[src/hdl/rse_pkg.sv]
// Shared types and constants for the RPN stack evaluator.
// Used by the front end, the command queue, the stack engine and the top level.
package rse_pkg;

  localparam int unsigned STACK_DEPTH = 16;
  localparam int unsigned SADDR_W     = $clog2(STACK_DEPTH);
  localparam int unsigned SDEPTH_W    = $clog2(STACK_DEPTH + 1);
  localparam int unsigned QUEUE_DEPTH = 2;
  localparam int unsigned QPTR_W      = $clog2(QUEUE_DEPTH);
  localparam int unsigned QCNT_W      = $clog2(QUEUE_DEPTH + 1);

  // Request and operator codes on the slave side.
  localparam logic [1:0] REQ_PUSH    = 2'd0;
  localparam logic [1:0] REQ_POP     = 2'd1;
  localparam logic [1:0] REQ_COMPUTE = 2'd2;
  localparam logic [1:0] OP_ADD      = 2'd0;
  localparam logic [1:0] OP_MUL      = 2'd1;

  typedef enum logic [2:0] {
    ST_OK           = 3'd0,
    ST_POP_EMPTY    = 3'd1,
    ST_FEW_OPERANDS = 3'd2,
    ST_INVALID      = 3'd3,
    ST_FULL         = 3'd4
  } status_e;

  // Command kinds after classification by the front end.
  typedef enum logic [2:0] {
    CMD_PUSH,
    CMD_POP,
    CMD_ADD,
    CMD_MUL,
    CMD_BAD_OP,
    CMD_BAD_REQ
  } cmd_kind_e;

  typedef struct packed {
    cmd_kind_e   kind;
    logic [31:0] value;
  } rse_cmd_t;

endpackage

[src/hdl/rse_front.sv]
// Front end: takes request words from the slave port and classifies them.
// Depends on rse_pkg for the command type.
module rse_front import rse_pkg::*; (
  input  logic        clk_i,
  input  logic        rst_ni,
  input  logic        in_valid_i,
  output logic        in_ready_o,
  input  logic [1:0]  req_type_i,
  input  logic [31:0] push_value_i,
  input  logic [1:0]  op_code_i,
  output logic        cmd_valid_o,
  input  logic        cmd_ready_i,
  output rse_cmd_t    cmd_o
);

  logic      valid_q, valid_d;
  rse_cmd_t  cmd_q, cmd_d;
  cmd_kind_e kind;

  always_comb begin
    unique case (req_type_i)
      REQ_PUSH:    kind = CMD_PUSH;
      REQ_POP:     kind = CMD_POP;
      REQ_COMPUTE: begin
        if (op_code_i == OP_ADD) begin
          kind = CMD_ADD;
        end else if (op_code_i == OP_MUL) begin
          kind = CMD_MUL;
        end else begin
          kind = CMD_BAD_OP;
        end
      end
      default:     kind = CMD_BAD_REQ;
    endcase
  end

  assign in_ready_o = !valid_q || cmd_ready_i;

  always_comb begin
    valid_d = valid_q;
    cmd_d   = cmd_q;
    if (in_valid_i && in_ready_o) begin
      valid_d     = 1'b1;
      cmd_d.kind  = kind;
      cmd_d.value = push_value_i;
    end else if (cmd_ready_i) begin
      valid_d = 1'b0;
    end
  end

  always_ff @(posedge clk_i or negedge rst_ni) begin
    if (!rst_ni) begin
      valid_q <= 1'b0;
    end else begin
      valid_q <= valid_d;
    end
  end

  always_ff @(posedge clk_i) begin
    cmd_q <= cmd_d;
  end

  assign cmd_valid_o = valid_q;
  assign cmd_o       = cmd_q;

endmodule

[src/hdl/rse_queue.sv]
// Short command queue between the front end and the stack engine.
// Depends on rse_pkg for the command type and the queue depth.
module rse_queue import rse_pkg::*; (
  input  logic     clk_i,
  input  logic     rst_ni,
  input  logic     wr_valid_i,
  output logic     wr_ready_o,
  input  rse_cmd_t wr_cmd_i,
  output logic     rd_valid_o,
  input  logic     rd_ready_i,
  output rse_cmd_t rd_cmd_o
);

  rse_cmd_t          slots_q [QUEUE_DEPTH];
  logic [QPTR_W-1:0] wr_ptr_q, rd_ptr_q;
  logic [QCNT_W-1:0] count_q;
  logic              push, pop;

  assign wr_ready_o = (count_q != QCNT_W'(QUEUE_DEPTH));
  assign rd_valid_o = (count_q != '0);
  assign push       = wr_valid_i && wr_ready_o;
  assign pop        = rd_valid_o && rd_ready_i;
  assign rd_cmd_o   = slots_q[rd_ptr_q];

  always_ff @(posedge clk_i or negedge rst_ni) begin
    if (!rst_ni) begin
      wr_ptr_q <= '0;
      rd_ptr_q <= '0;
      count_q  <= '0;
    end else begin
      if (push) begin
        wr_ptr_q <= (wr_ptr_q == QPTR_W'(QUEUE_DEPTH - 1)) ? '0 : wr_ptr_q + 1'b1;
      end
      if (pop) begin
        rd_ptr_q <= (rd_ptr_q == QPTR_W'(QUEUE_DEPTH - 1)) ? '0 : rd_ptr_q + 1'b1;
      end
      if (push && !pop) begin
        count_q <= count_q + 1'b1;
      end else if (pop && !push) begin
        count_q <= count_q - 1'b1;
      end
    end
  end

  always_ff @(posedge clk_i) begin
    if (push) begin
      slots_q[wr_ptr_q] <= wr_cmd_i;
    end
  end

endmodule

[src/hdl/rse_engine.sv]
// Stack engine: top of stack in a register, the entries below it in a memory,
// saturating Q16.16 add and multiply, and the result register. Depends on rse_pkg.
module rse_engine import rse_pkg::*; (
  input  logic                clk_i,
  input  logic                rst_ni,
  input  logic                cmd_valid_i,
  output logic                cmd_ready_o,
  input  rse_cmd_t            cmd_i,
  output logic                res_valid_o,
  input  logic                res_ready_i,
  output logic [2:0]          status_o,
  output logic [31:0]         top_value_o,
  output logic                top_valid_o,
  output logic [SDEPTH_W-1:0] stack_depth_o
);

  typedef enum logic [1:0] {
    S_IDLE,
    S_POP_FILL,
    S_OPERAND,
    S_MUL_DONE
  } state_e;

  state_e               state_q, state_d;
  logic signed [31:0]   top_q, top_d;
  logic [SDEPTH_W-1:0]  depth_q, depth_d;
  logic                 mul_q, mul_d;
  logic signed [63:0]   prod_q, prod_d;

  logic                 res_valid_q, res_valid_d;
  logic [2:0]           res_status_q, res_status_d;
  logic [31:0]          res_top_q, res_top_d;
  logic                 res_tvalid_q, res_tvalid_d;
  logic [SDEPTH_W-1:0]  res_depth_q, res_depth_d;

  logic [31:0]          mem_q [STACK_DEPTH];
  logic signed [31:0]   rdata_q;
  logic                 wr_en;
  logic [SDEPTH_W-1:0]  depth_m1, depth_m2;
  logic [SADDR_W-1:0]   wr_addr, rd_addr;

  logic                 out_free, take, emit, is_full;
  status_e              status;
  logic signed [32:0]   sum;
  logic signed [31:0]   sum_sat;
  logic signed [63:0]   rounded;
  logic signed [31:0]   mul_sat;

  assign depth_m1 = depth_q - 1'b1;
  assign depth_m2 = depth_q - 2'd2;
  assign wr_addr  = depth_m1[SADDR_W-1:0];
  assign rd_addr  = depth_m2[SADDR_W-1:0];
  assign is_full  = (depth_q == SDEPTH_W'(STACK_DEPTH));

  assign out_free    = !res_valid_q || res_ready_i;
  assign cmd_ready_o = (state_q == S_IDLE) && out_free;
  assign take        = cmd_valid_i && cmd_ready_o;

  // The sign bits of a 33-bit sum disagree only on overflow.
  assign sum = {top_q[31], top_q} + {rdata_q[31], rdata_q};
  always_comb begin
    if (sum[32] != sum[31]) begin
      sum_sat = sum[32] ? 32'sh8000_0000 : 32'sh7fff_ffff;
    end else begin
      sum_sat = sum[31:0];
    end
  end

  // Round to nearest with ties upward, then the arithmetic shift floors.
  assign rounded = (prod_q + 64'sd32768) >>> 16;
  always_comb begin
    if (rounded > 64'sh0000_0000_7fff_ffff) begin
      mul_sat = 32'sh7fff_ffff;
    end else if (rounded < -64'sh0000_0000_8000_0000) begin
      mul_sat = 32'sh8000_0000;
    end else begin
      mul_sat = rounded[31:0];
    end
  end

  always_comb begin
    state_d = state_q;
    top_d   = top_q;
    depth_d = depth_q;
    mul_d   = mul_q;
    prod_d  = prod_q;
    wr_en   = 1'b0;
    emit    = 1'b0;
    status  = ST_OK;
    unique case (state_q)
      S_IDLE: begin
        if (take) begin
          unique case (cmd_i.kind)
            CMD_PUSH: begin
              emit = 1'b1;
              if (is_full) begin
                status = ST_FULL;
              end else begin
                wr_en   = (depth_q != '0);
                top_d   = cmd_i.value;
                depth_d = depth_q + 1'b1;
              end
            end
            CMD_POP: begin
              if (depth_q == '0) begin
                emit   = 1'b1;
                status = ST_POP_EMPTY;
              end else if (depth_q == SDEPTH_W'(1)) begin
                emit    = 1'b1;
                depth_d = '0;
              end else begin
                state_d = S_POP_FILL;
              end
            end
            CMD_ADD, CMD_MUL: begin
              if (depth_q < SDEPTH_W'(2)) begin
                emit   = 1'b1;
                status = ST_FEW_OPERANDS;
              end else begin
                mul_d   = (cmd_i.kind == CMD_MUL);
                state_d = S_OPERAND;
              end
            end
            CMD_BAD_OP: begin
              emit   = 1'b1;
              status = (depth_q == '0) ? ST_FEW_OPERANDS : ST_INVALID;
            end
            default: begin
              emit   = 1'b1;
              status = ST_INVALID;
            end
          endcase
        end
      end
      S_POP_FILL: begin
        emit    = 1'b1;
        top_d   = rdata_q;
        depth_d = depth_m1;
        state_d = S_IDLE;
      end
      S_OPERAND: begin
        if (mul_q) begin
          prod_d  = top_q * rdata_q;
          state_d = S_MUL_DONE;
        end else begin
          emit    = 1'b1;
          top_d   = sum_sat;
          depth_d = depth_m1;
          state_d = S_IDLE;
        end
      end
      S_MUL_DONE: begin
        emit    = 1'b1;
        top_d   = mul_sat;
        depth_d = depth_m1;
        state_d = S_IDLE;
      end
      default: begin
        state_d = S_IDLE;
      end
    endcase
  end

  always_comb begin
    res_valid_d  = res_valid_q;
    res_status_d = res_status_q;
    res_top_d    = res_top_q;
    res_tvalid_d = res_tvalid_q;
    res_depth_d  = res_depth_q;
    if (emit) begin
      res_valid_d  = 1'b1;
      res_status_d = status;
      res_top_d    = (depth_d != '0) ? top_d : '0;
      res_tvalid_d = (depth_d != '0);
      res_depth_d  = depth_d;
    end else if (res_ready_i) begin
      res_valid_d = 1'b0;
    end
  end

  always_ff @(posedge clk_i or negedge rst_ni) begin
    if (!rst_ni) begin
      state_q      <= S_IDLE;
      depth_q      <= '0;
      top_q        <= '0;
      mul_q        <= 1'b0;
      prod_q       <= '0;
      res_valid_q  <= 1'b0;
      res_status_q <= '0;
      res_top_q    <= '0;
      res_tvalid_q <= 1'b0;
      res_depth_q  <= '0;
    end else begin
      state_q      <= state_d;
      depth_q      <= depth_d;
      top_q        <= top_d;
      mul_q        <= mul_d;
      prod_q       <= prod_d;
      res_valid_q  <= res_valid_d;
      res_status_q <= res_status_d;
      res_top_q    <= res_top_d;
      res_tvalid_q <= res_tvalid_d;
      res_depth_q  <= res_depth_d;
    end
  end

  // The memory holds every entry below the top; a push spills the old top.
  // The entry under the top is read into rdata_q every cycle, so a refill uses a registered value.
  always_ff @(posedge clk_i) begin
    if (wr_en) begin
      mem_q[wr_addr] <= top_q;
    end
    rdata_q <= mem_q[rd_addr];
  end

  assign res_valid_o   = res_valid_q;
  assign status_o      = res_status_q;
  assign top_value_o   = res_top_q;
  assign top_valid_o   = res_tvalid_q;
  assign stack_depth_o = res_depth_q;

endmodule

[src/hdl/rpn_stack_evaluator_top.sv]
// RPN stack evaluator top level: front end, command queue and stack engine.
// An accepted word passes the front end register and a queue slot to the engine; a
// pop that refills the top goes through S_POP_FILL, an add through S_OPERAND and a
// multiply through S_OPERAND and S_MUL_DONE. The engine takes no new word until it
// is back in S_IDLE with its result register free. Reset clears the depth and all
// valid flags; the value memory is not cleared and needs no time after reset.
module rpn_stack_evaluator_top import rse_pkg::*; (
  input  logic        clk_i,
  input  logic        rst_ni,
  input  logic        s_axis_tvalid,
  output logic        s_axis_tready,
  input  logic [31:0] s_axis_tdata,   // [31:0] push_value
  input  logic [3:0]  s_axis_tuser,   // [1:0] req_type, [3:2] op_code
  output logic        m_axis_tvalid,
  input  logic        m_axis_tready,
  output logic [39:0] m_axis_tdata,   // [31:0] top_value, [32] top_valid,
                                      // [37:33] stack_depth, [39:38] zero
  output logic [2:0]  m_axis_tuser    // [2:0] status
);

  logic                fq_valid, fq_ready;
  rse_cmd_t            fq_cmd;
  logic                qe_valid, qe_ready;
  rse_cmd_t            qe_cmd;
  logic [31:0]         top_value;
  logic                top_valid;
  logic [SDEPTH_W-1:0] stack_depth;

  rse_front u_front (
    .clk_i        (clk_i),
    .rst_ni       (rst_ni),
    .in_valid_i   (s_axis_tvalid),
    .in_ready_o   (s_axis_tready),
    .req_type_i   (s_axis_tuser[1:0]),
    .push_value_i (s_axis_tdata),
    .op_code_i    (s_axis_tuser[3:2]),
    .cmd_valid_o  (fq_valid),
    .cmd_ready_i  (fq_ready),
    .cmd_o        (fq_cmd)
  );

  rse_queue u_queue (
    .clk_i      (clk_i),
    .rst_ni     (rst_ni),
    .wr_valid_i (fq_valid),
    .wr_ready_o (fq_ready),
    .wr_cmd_i   (fq_cmd),
    .rd_valid_o (qe_valid),
    .rd_ready_i (qe_ready),
    .rd_cmd_o   (qe_cmd)
  );

  rse_engine u_engine (
    .clk_i         (clk_i),
    .rst_ni        (rst_ni),
    .cmd_valid_i   (qe_valid),
    .cmd_ready_o   (qe_ready),
    .cmd_i         (qe_cmd),
    .res_valid_o   (m_axis_tvalid),
    .res_ready_i   (m_axis_tready),
    .status_o      (m_axis_tuser),
    .top_value_o   (top_value),
    .top_valid_o   (top_valid),
    .stack_depth_o (stack_depth)
  );

  assign m_axis_tdata = {{(40 - 33 - SDEPTH_W){1'b0}}, stack_depth, top_valid, top_value};

endmodule
[config.mk]
export PLATFORM = sky130hd
export DESIGN_NAME = rpn_stack_evaluator_top
export DESIGN_NICKNAME = d
export VERILOG_FILES = /design/src/hdl/rse_pkg.sv /design/src/hdl/rse_front.sv /design/src/hdl/rse_queue.sv /design/src/hdl/rse_engine.sv /design/src/hdl/rpn_stack_evaluator_top.sv
export SDC_FILE = /design/constraint.sdc
export NUM_CORES = 2
export LEC_CHECK = 0
export BUFFER_PORTS_ARGS = -buffer_cell sky130_fd_sc_hd__buf_2
export CAP_MARGIN = 20
export CORE_MARGIN = 8
export CORE_UTILIZATION = 30
export CTS_BUF_LIST = sky130_fd_sc_hd__clkbuf_2
export CTS_CLUSTER_SIZE = 8
export DETAILED_ROUTE_END_ITERATION = 16
export SLEW_MARGIN = 20
export SYNTH_ARGS = -nofsm -noshare
export SYNTH_HDL_FRONTEND = slang
export SYNTH_HIERARCHICAL = 1
export SYNTH_SLANG_ARGS = --single-unit
[constraint.sdc]
create_clock -name clk_i -period 11 [get_ports clk_i]
set_clock_uncertainty 0.15 [all_clocks]
set_input_delay 2.75 -clock clk_i [delete_from_list [all_inputs] [get_ports clk_i]]
set_output_delay 2.75 -clock clk_i [all_outputs]
set_load 0.03 [all_outputs]
==> results_tabular.tex <==
\begin{tabular}{lr}
\hline
Metric & Value \\
\hline
\multicolumn{2}{l}{\textbf{Outcome}} \\
\quad Outcome & finished clean \\
\multicolumn{2}{l}{\textbf{Global route}} \\
\quad Overflow left after global routing & 0 \\
\quad GRT Total Usage & around 16\% \\
\quad Number of antenna violations at the first check in global routing & 10 \\
\quad Global-route wire length before repair & roughly 300,000 um \\
\quad Via count of the first global-routing pass & around 47,000 \\
\quad Maximum number of pins on one net before global-route repair & 96 \\
\multicolumn{2}{l}{\textbf{Timing}} \\
\quad Setup violation total in the final timing report & 0 \\
\quad Hold Vio Cnt, Final & 0 \\
\quad Unrepaired setup endpoints after global routing & false \\
\quad Fin. max-slew vios & 0 \\
\quad Worst-margin pin slew & approximately 1200 ps \\
\quad Period utilization & about 89\% \\
\quad Max Fclk & 102 MHz \\
\quad Total negative setup slack & 0 ps \\
\quad Worst relative slew slack & 18.5\% \\
\quad Period minus WS final & about 9800 ps \\
\multicolumn{2}{l}{\textbf{Hold path}} \\
\quad Min-delay worst type & register to register \\
\quad Worst hold path stage count & 0 \\
\multicolumn{2}{l}{\textbf{Setup path}} \\
\quad WP data required & 12,420 ps \\
\quad Setup CP Type & register to register \\
\quad WP buf/inv & 2 \\
\quad CP Cell Sequence & buf\_4, nand2\_1, fa\_1, fa\_1, fa\_1, fa\_1, inv\_1, fa\_1, fa\_1, fa\_1, fa\_1, ha\_1, nand2\_1, nor2\_1, a221o\_1, nand3b\_1, nor3b\_1, nor4\_1, o22ai\_1, o31ai\_1, a211o\_1, a31o\_2 \\
\quad Category of the worst setup path launch point & register \\
\quad CP max-delay cell & sky130\_fd\_sc\_hd\_\_dfxtp\_1 \\
\quad Worst path top cell family by delay & adder cells \\
\quad Number of cells on the critical path & 22 \\
\quad Cell repeated most along the worst path & sky130\_fd\_sc\_hd\_\_fa\_1 \\
\quad Crit path arrival time & 11,210 ps \\
\quad FF-to-FF path depth & 22 \\
\quad Slowest Stage Delay on Critical Path & 1050 ps \\
\quad Crit path capture type & register \\
\quad Maximum fanout along the worst path & 20 \\
\multicolumn{2}{l}{\textbf{Placement}} \\
\quad Port Buffers & a little over 80 \\
\quad Last weighted congestion value of the routability-driven placer & 0.914 \\
\quad Placed wire-length estimate after detailed placement & 142,000 um \\
\multicolumn{2}{l}{\textbf{CTS}} \\
\quad Buffer count from post-CTS setup fixing & 0 \\
\quad Root cell of the clock tree & sky130\_fd\_sc\_hd\_\_clkbuf\_2 \\
\quad Later-pin clock latency in the skew report & between 1500 and 2000 ps \\
\quad Sinks on the clock net & just under 800 \\
\quad TritonCTS Buffers & 195 \\
\quad Number of buffers inserted by hold repair at cts & 0 \\
\quad Clock Tree Buf Depth & 3 \\
\quad Clock transition at the registers of the reported paths & about 150 ps \\
\quad CTS resizes & 0 \\
\quad CTS tree & done \\
\quad CTS H-Tree Depth & 4 \\
\multicolumn{2}{l}{\textbf{Synth}} \\
\quad Leading post-synthesis cells by cell area & sky130\_fd\_sc\_hd\_\_fa\_1, sky130\_fd\_sc\_hd\_\_edfxtp\_1, sky130\_fd\_sc\_hd\_\_inv\_1, sky130\_fd\_sc\_hd\_\_mux4\_2, sky130\_fd\_sc\_hd\_\_dfrtp\_1 \\
\quad Fraction of the mapped netlist area in compound gates & under 10\% \\
\quad Flop and latch count out of synthesis & 785 \\
\quad Share of the yosys chip area belonging to registers & between 30\% and 40\% \\
\quad Yosys synthesis warning count & 6 \\
\quad Gate count after technology mapping & around 5,700 \\
\quad Netlist area before placement & $\sim$70,000 um\^{}2 \\
\quad Average footprint of a synthesized cell & about 12 um\^{}2 \\
\quad Proportion of synthesized flip-flops having asynchronous set or reset & around 17\% \\
\quad Largest family of logic cells by synthesized area & adder cells \\
\quad Multiplexer area fraction after synthesis & under 10\% \\
\quad Leading area contributor after synthesis & sky130\_fd\_sc\_hd\_\_fa\_1 \\
\quad Synthesized-area fraction occupied by xor and xnor cells & 1.66\% \\
\quad Distinct cells, synth & between 80 and 90 \\
\quad Main flop type after synthesis & sky130\_fd\_sc\_hd\_\_edfxtp\_1 \\
\quad Area fraction in and, or, nand and nor cells after synthesis & a little over a tenth \\
\quad Number of enable flip-flop cells after synthesis & between 600 and 700 \\
\quad Top-area cell type share of the netlist area & between 30\% and 40\% \\
\quad Synth Area in Adders & between 30\% and 40\% \\
\multicolumn{2}{l}{\textbf{Routing}} \\
\quad Total Routed Length & around 200,000 um \\
\quad DRC violation count after routing & 0 \\
\quad Wirelength per Cell & about 22 um \\
\quad Antenna viol nets, final & 0 \\
\quad Via Count & 44,123 \\
\quad Initial DRT Pass Iterations & 10 \\
\quad Average vias per placed instance & a little under 5 \\
\quad First DRT Iteration DRCs & 3,862 \\
\multicolumn{2}{l}{\textbf{Floorplanning}} \\
\quad I/O pin count & 85 \\
\quad Chip Height & around 490 um \\
\quad Area inside the core boundary & around 230,000 um\^{}2 \\
\quad Starting utilization of the core area & between 30\% and 40\% \\
\quad Total number of placement rows & $\sim$180 \\
\quad Area enclosed by the die boundary & $\sim$240,000 um\^{}2 \\
\quad Horizontal die dimension & about 490 um \\
\multicolumn{2}{l}{\textbf{Run}} \\
\quad Max-cap violations & 0 \\
\multicolumn{2}{l}{\textbf{Final layout}} \\
\quad Fillers & roughly 23,000 \\
\quad Post-layout net count & 7,149 \\
\quad Synthesis-to-layout area growth & 8.61\% \\
\quad Final Util & between 30\% and 40\% \\
\quad Fraction of layout instances using a drive strength above 1 & 13.3\% \\
\hline
\end{tabular}
[sequential cells by signal, indices dropped and copies added, names as in the netlist, 2 cells and up]
| register | cells |
|---|---|
| u_engine/status_o | 3 |
| u_front/cmd_o | 35 |
| u_engine/prod_q | 49 |
| u_engine/rdata_q | 32 |
| u_engine/stack_depth_o | 5 |
| u_queue/count_q | 2 |
| u_engine/depth_q | 5 |
| u_queue/slots_q | 70 |
| u_engine/top_value_o | 32 |
| u_engine/mem_q | 512 |
| u_engine/top_q | 32 |
| u_engine/state_q | 2 |
[cells in the final DEF, fill, tap and decap left out, types with 29 or more instances in the layout]
cell type | synthesis | routed
sky130_fd_sc_hd__inv_1 | 1026 | 1026
sky130_fd_sc_hd__nand3_1 | 37 | 37
sky130_fd_sc_hd__o211ai_1 | 29 | 29
sky130_fd_sc_hd__a222oi_1 | 30 | 30
sky130_fd_sc_hd__edfxtp_1 | 617 | 617
sky130_fd_sc_hd__clkbuf_2 | 0 | 297
sky130_fd_sc_hd__mux2_4 | 29 | 29
sky130_fd_sc_hd__o21ai_0 | 116 | 114
sky130_fd_sc_hd__xnor2_1 | 74 | 74
sky130_fd_sc_hd__xor2_1 | 55 | 54
sky130_fd_sc_hd__and2_1 | 528 | 512
sky130_fd_sc_hd__buf_2 | 4 | 81
sky130_fd_sc_hd__clkinv_1 | 0 | 47
sky130_fd_sc_hd__mux4_2 | 161 | 161
sky130_fd_sc_hd__fa_1 | 1082 | 1082
sky130_fd_sc_hd__ha_1 | 223 | 222
sky130_fd_sc_hd__nor2_1 | 81 | 79
sky130_fd_sc_hd__buf_4 | 4 | 115
sky130_fd_sc_hd__a21o_1 | 44 | 44
sky130_fd_sc_hd__nand2_1 | 631 | 631
sky130_fd_sc_hd__nor2b_1 | 38 | 37
sky130_fd_sc_hd__dfrtp_1 | 136 | 114
sky130_fd_sc_hd__a21oi_1 | 110 | 110
[Yosys cell counts, types with 30 or more instances]
| master | count |
|---|---|
| sky130_fd_sc_hd__xnor2_1 | 74 |
| sky130_fd_sc_hd__fa_1 | 1082 |
| sky130_fd_sc_hd__a21o_1 | 44 |
| sky130_fd_sc_hd__edfxtp_1 | 617 |
| sky130_fd_sc_hd__mux4_2 | 161 |
| sky130_fd_sc_hd__nor2b_1 | 38 |
| sky130_fd_sc_hd__inv_1 | 1026 |
| sky130_fd_sc_hd__o21ai_0 | 116 |
| sky130_fd_sc_hd__a222oi_1 | 30 |
| sky130_fd_sc_hd__nand2_1 | 631 |
| sky130_fd_sc_hd__nor2_1 | 81 |
| sky130_fd_sc_hd__a21oi_1 | 110 |
| sky130_fd_sc_hd__clkbuf_1 | 268 |
| sky130_fd_sc_hd__ha_1 | 223 |
| sky130_fd_sc_hd__nand3_1 | 37 |
| sky130_fd_sc_hd__xor2_1 | 55 |
| sky130_fd_sc_hd__dfrtp_1 | 136 |
| sky130_fd_sc_hd__dfxtp_1 | 32 |
| sky130_fd_sc_hd__and2_1 | 528 |
[kinds of logic (layout without fill, tap and decap cells)]
logic type,Yosys count,after routing
xor gates and xnor gates,129,129
buffers and inverters,1321,1590
adders and majority gates,1305,1305
AOI/OAI and AO/OA,495,495
DFF,785,785
and+or+nand+nor,1464,1464
other,1,12
muxes,204,204
[worst register-to-register path: stages (launching register included)]
cell	delay, ps
sky130_fd_sc_hd__dfxtp_1	1050
sky130_fd_sc_hd__buf_4	380
sky130_fd_sc_hd__nand2_1	100
sky130_fd_sc_hd__fa_1	660
sky130_fd_sc_hd__fa_1	950
sky130_fd_sc_hd__fa_1	550
sky130_fd_sc_hd__fa_1	510
sky130_fd_sc_hd__inv_1	60
sky130_fd_sc_hd__fa_1	550
sky130_fd_sc_hd__fa_1	440
sky130_fd_sc_hd__fa_1	520
sky130_fd_sc_hd__fa_1	430
sky130_fd_sc_hd__ha_1	350
sky130_fd_sc_hd__nand2_1	140
sky130_fd_sc_hd__nor2_1	80
sky130_fd_sc_hd__a221o_1	390
sky130_fd_sc_hd__nand3b_1	180
sky130_fd_sc_hd__nor3b_1	840
sky130_fd_sc_hd__nor4_1	170
sky130_fd_sc_hd__o22ai_1	440
sky130_fd_sc_hd__o31ai_1	220
sky130_fd_sc_hd__a211o_1	320
sky130_fd_sc_hd__a31o_2	240
[path summary, 6_finish.rpt]
path / slack, ps / startpoint / endpoint
min in group asynchronous: 810 / rst_ni / u_engine/top_q[31]
min: 250 / u_front/cmd_o[6] / u_queue/slots_q[1][6]
max: 1210 / u_engine/rdata_q[10] / u_engine/prod_q[62]
min reg2reg: 250 / u_front/cmd_o[6] / u_queue/slots_q[1][6]
max in group asynchronous: 7940 / rst_ni / u_engine/top_q[14]
max reg2reg: 1210 / u_engine/rdata_q[10] / u_engine/prod_q[62]
[area by class of cell]
cell class,count,area (um^2),area share (%)
Multi-Input combinational cell,3599,40700,54.9
Tap cell,3009,3760,5.08
Sequential cell,785,22600,30.5
Inverter,1026,3850,5.20
Clock buffer,297,1490,2.01
Timing Repair Buffer,197,1280,1.73
Antenna cell,10,25.0,0.0338
Clock inverter,70,378,0.510
[routing by layer]
| layer | up-vias | track usage (%) | wire (um) |
|---|---|---|---|
| met3 | 345 | 3.16 | 14300 |
| met2 | 1717 | 26.7 | 94900 |
| met1 | 23360 | 20.9 | 78700 |
| li1 | 18695 | - | - |
| met4 | 6 | 6.17 | 7960 |
| met5 | - | 0 | 37 |
[stage by stage]
stage | hold WS, ps | std cells | setup WS, ps | instance area [um^2]
after CTS | 277 | 8983 | 1340 | 74100
final | 251 | 8993 | 1210 | 74100
after detailed placement | 281 | 8616 | 1380 | 72200
after global placement | 273 | 8616 | 1540 | 72200
after global routing | 284 | 8992 | 1030 | 74100
after floorplan | 271 | 5705 | 2890 | 68200
Power is left out: the tool's default activity adds up to more than one toggle a clock period on the data nets, which glitch-free logic cannot reach.
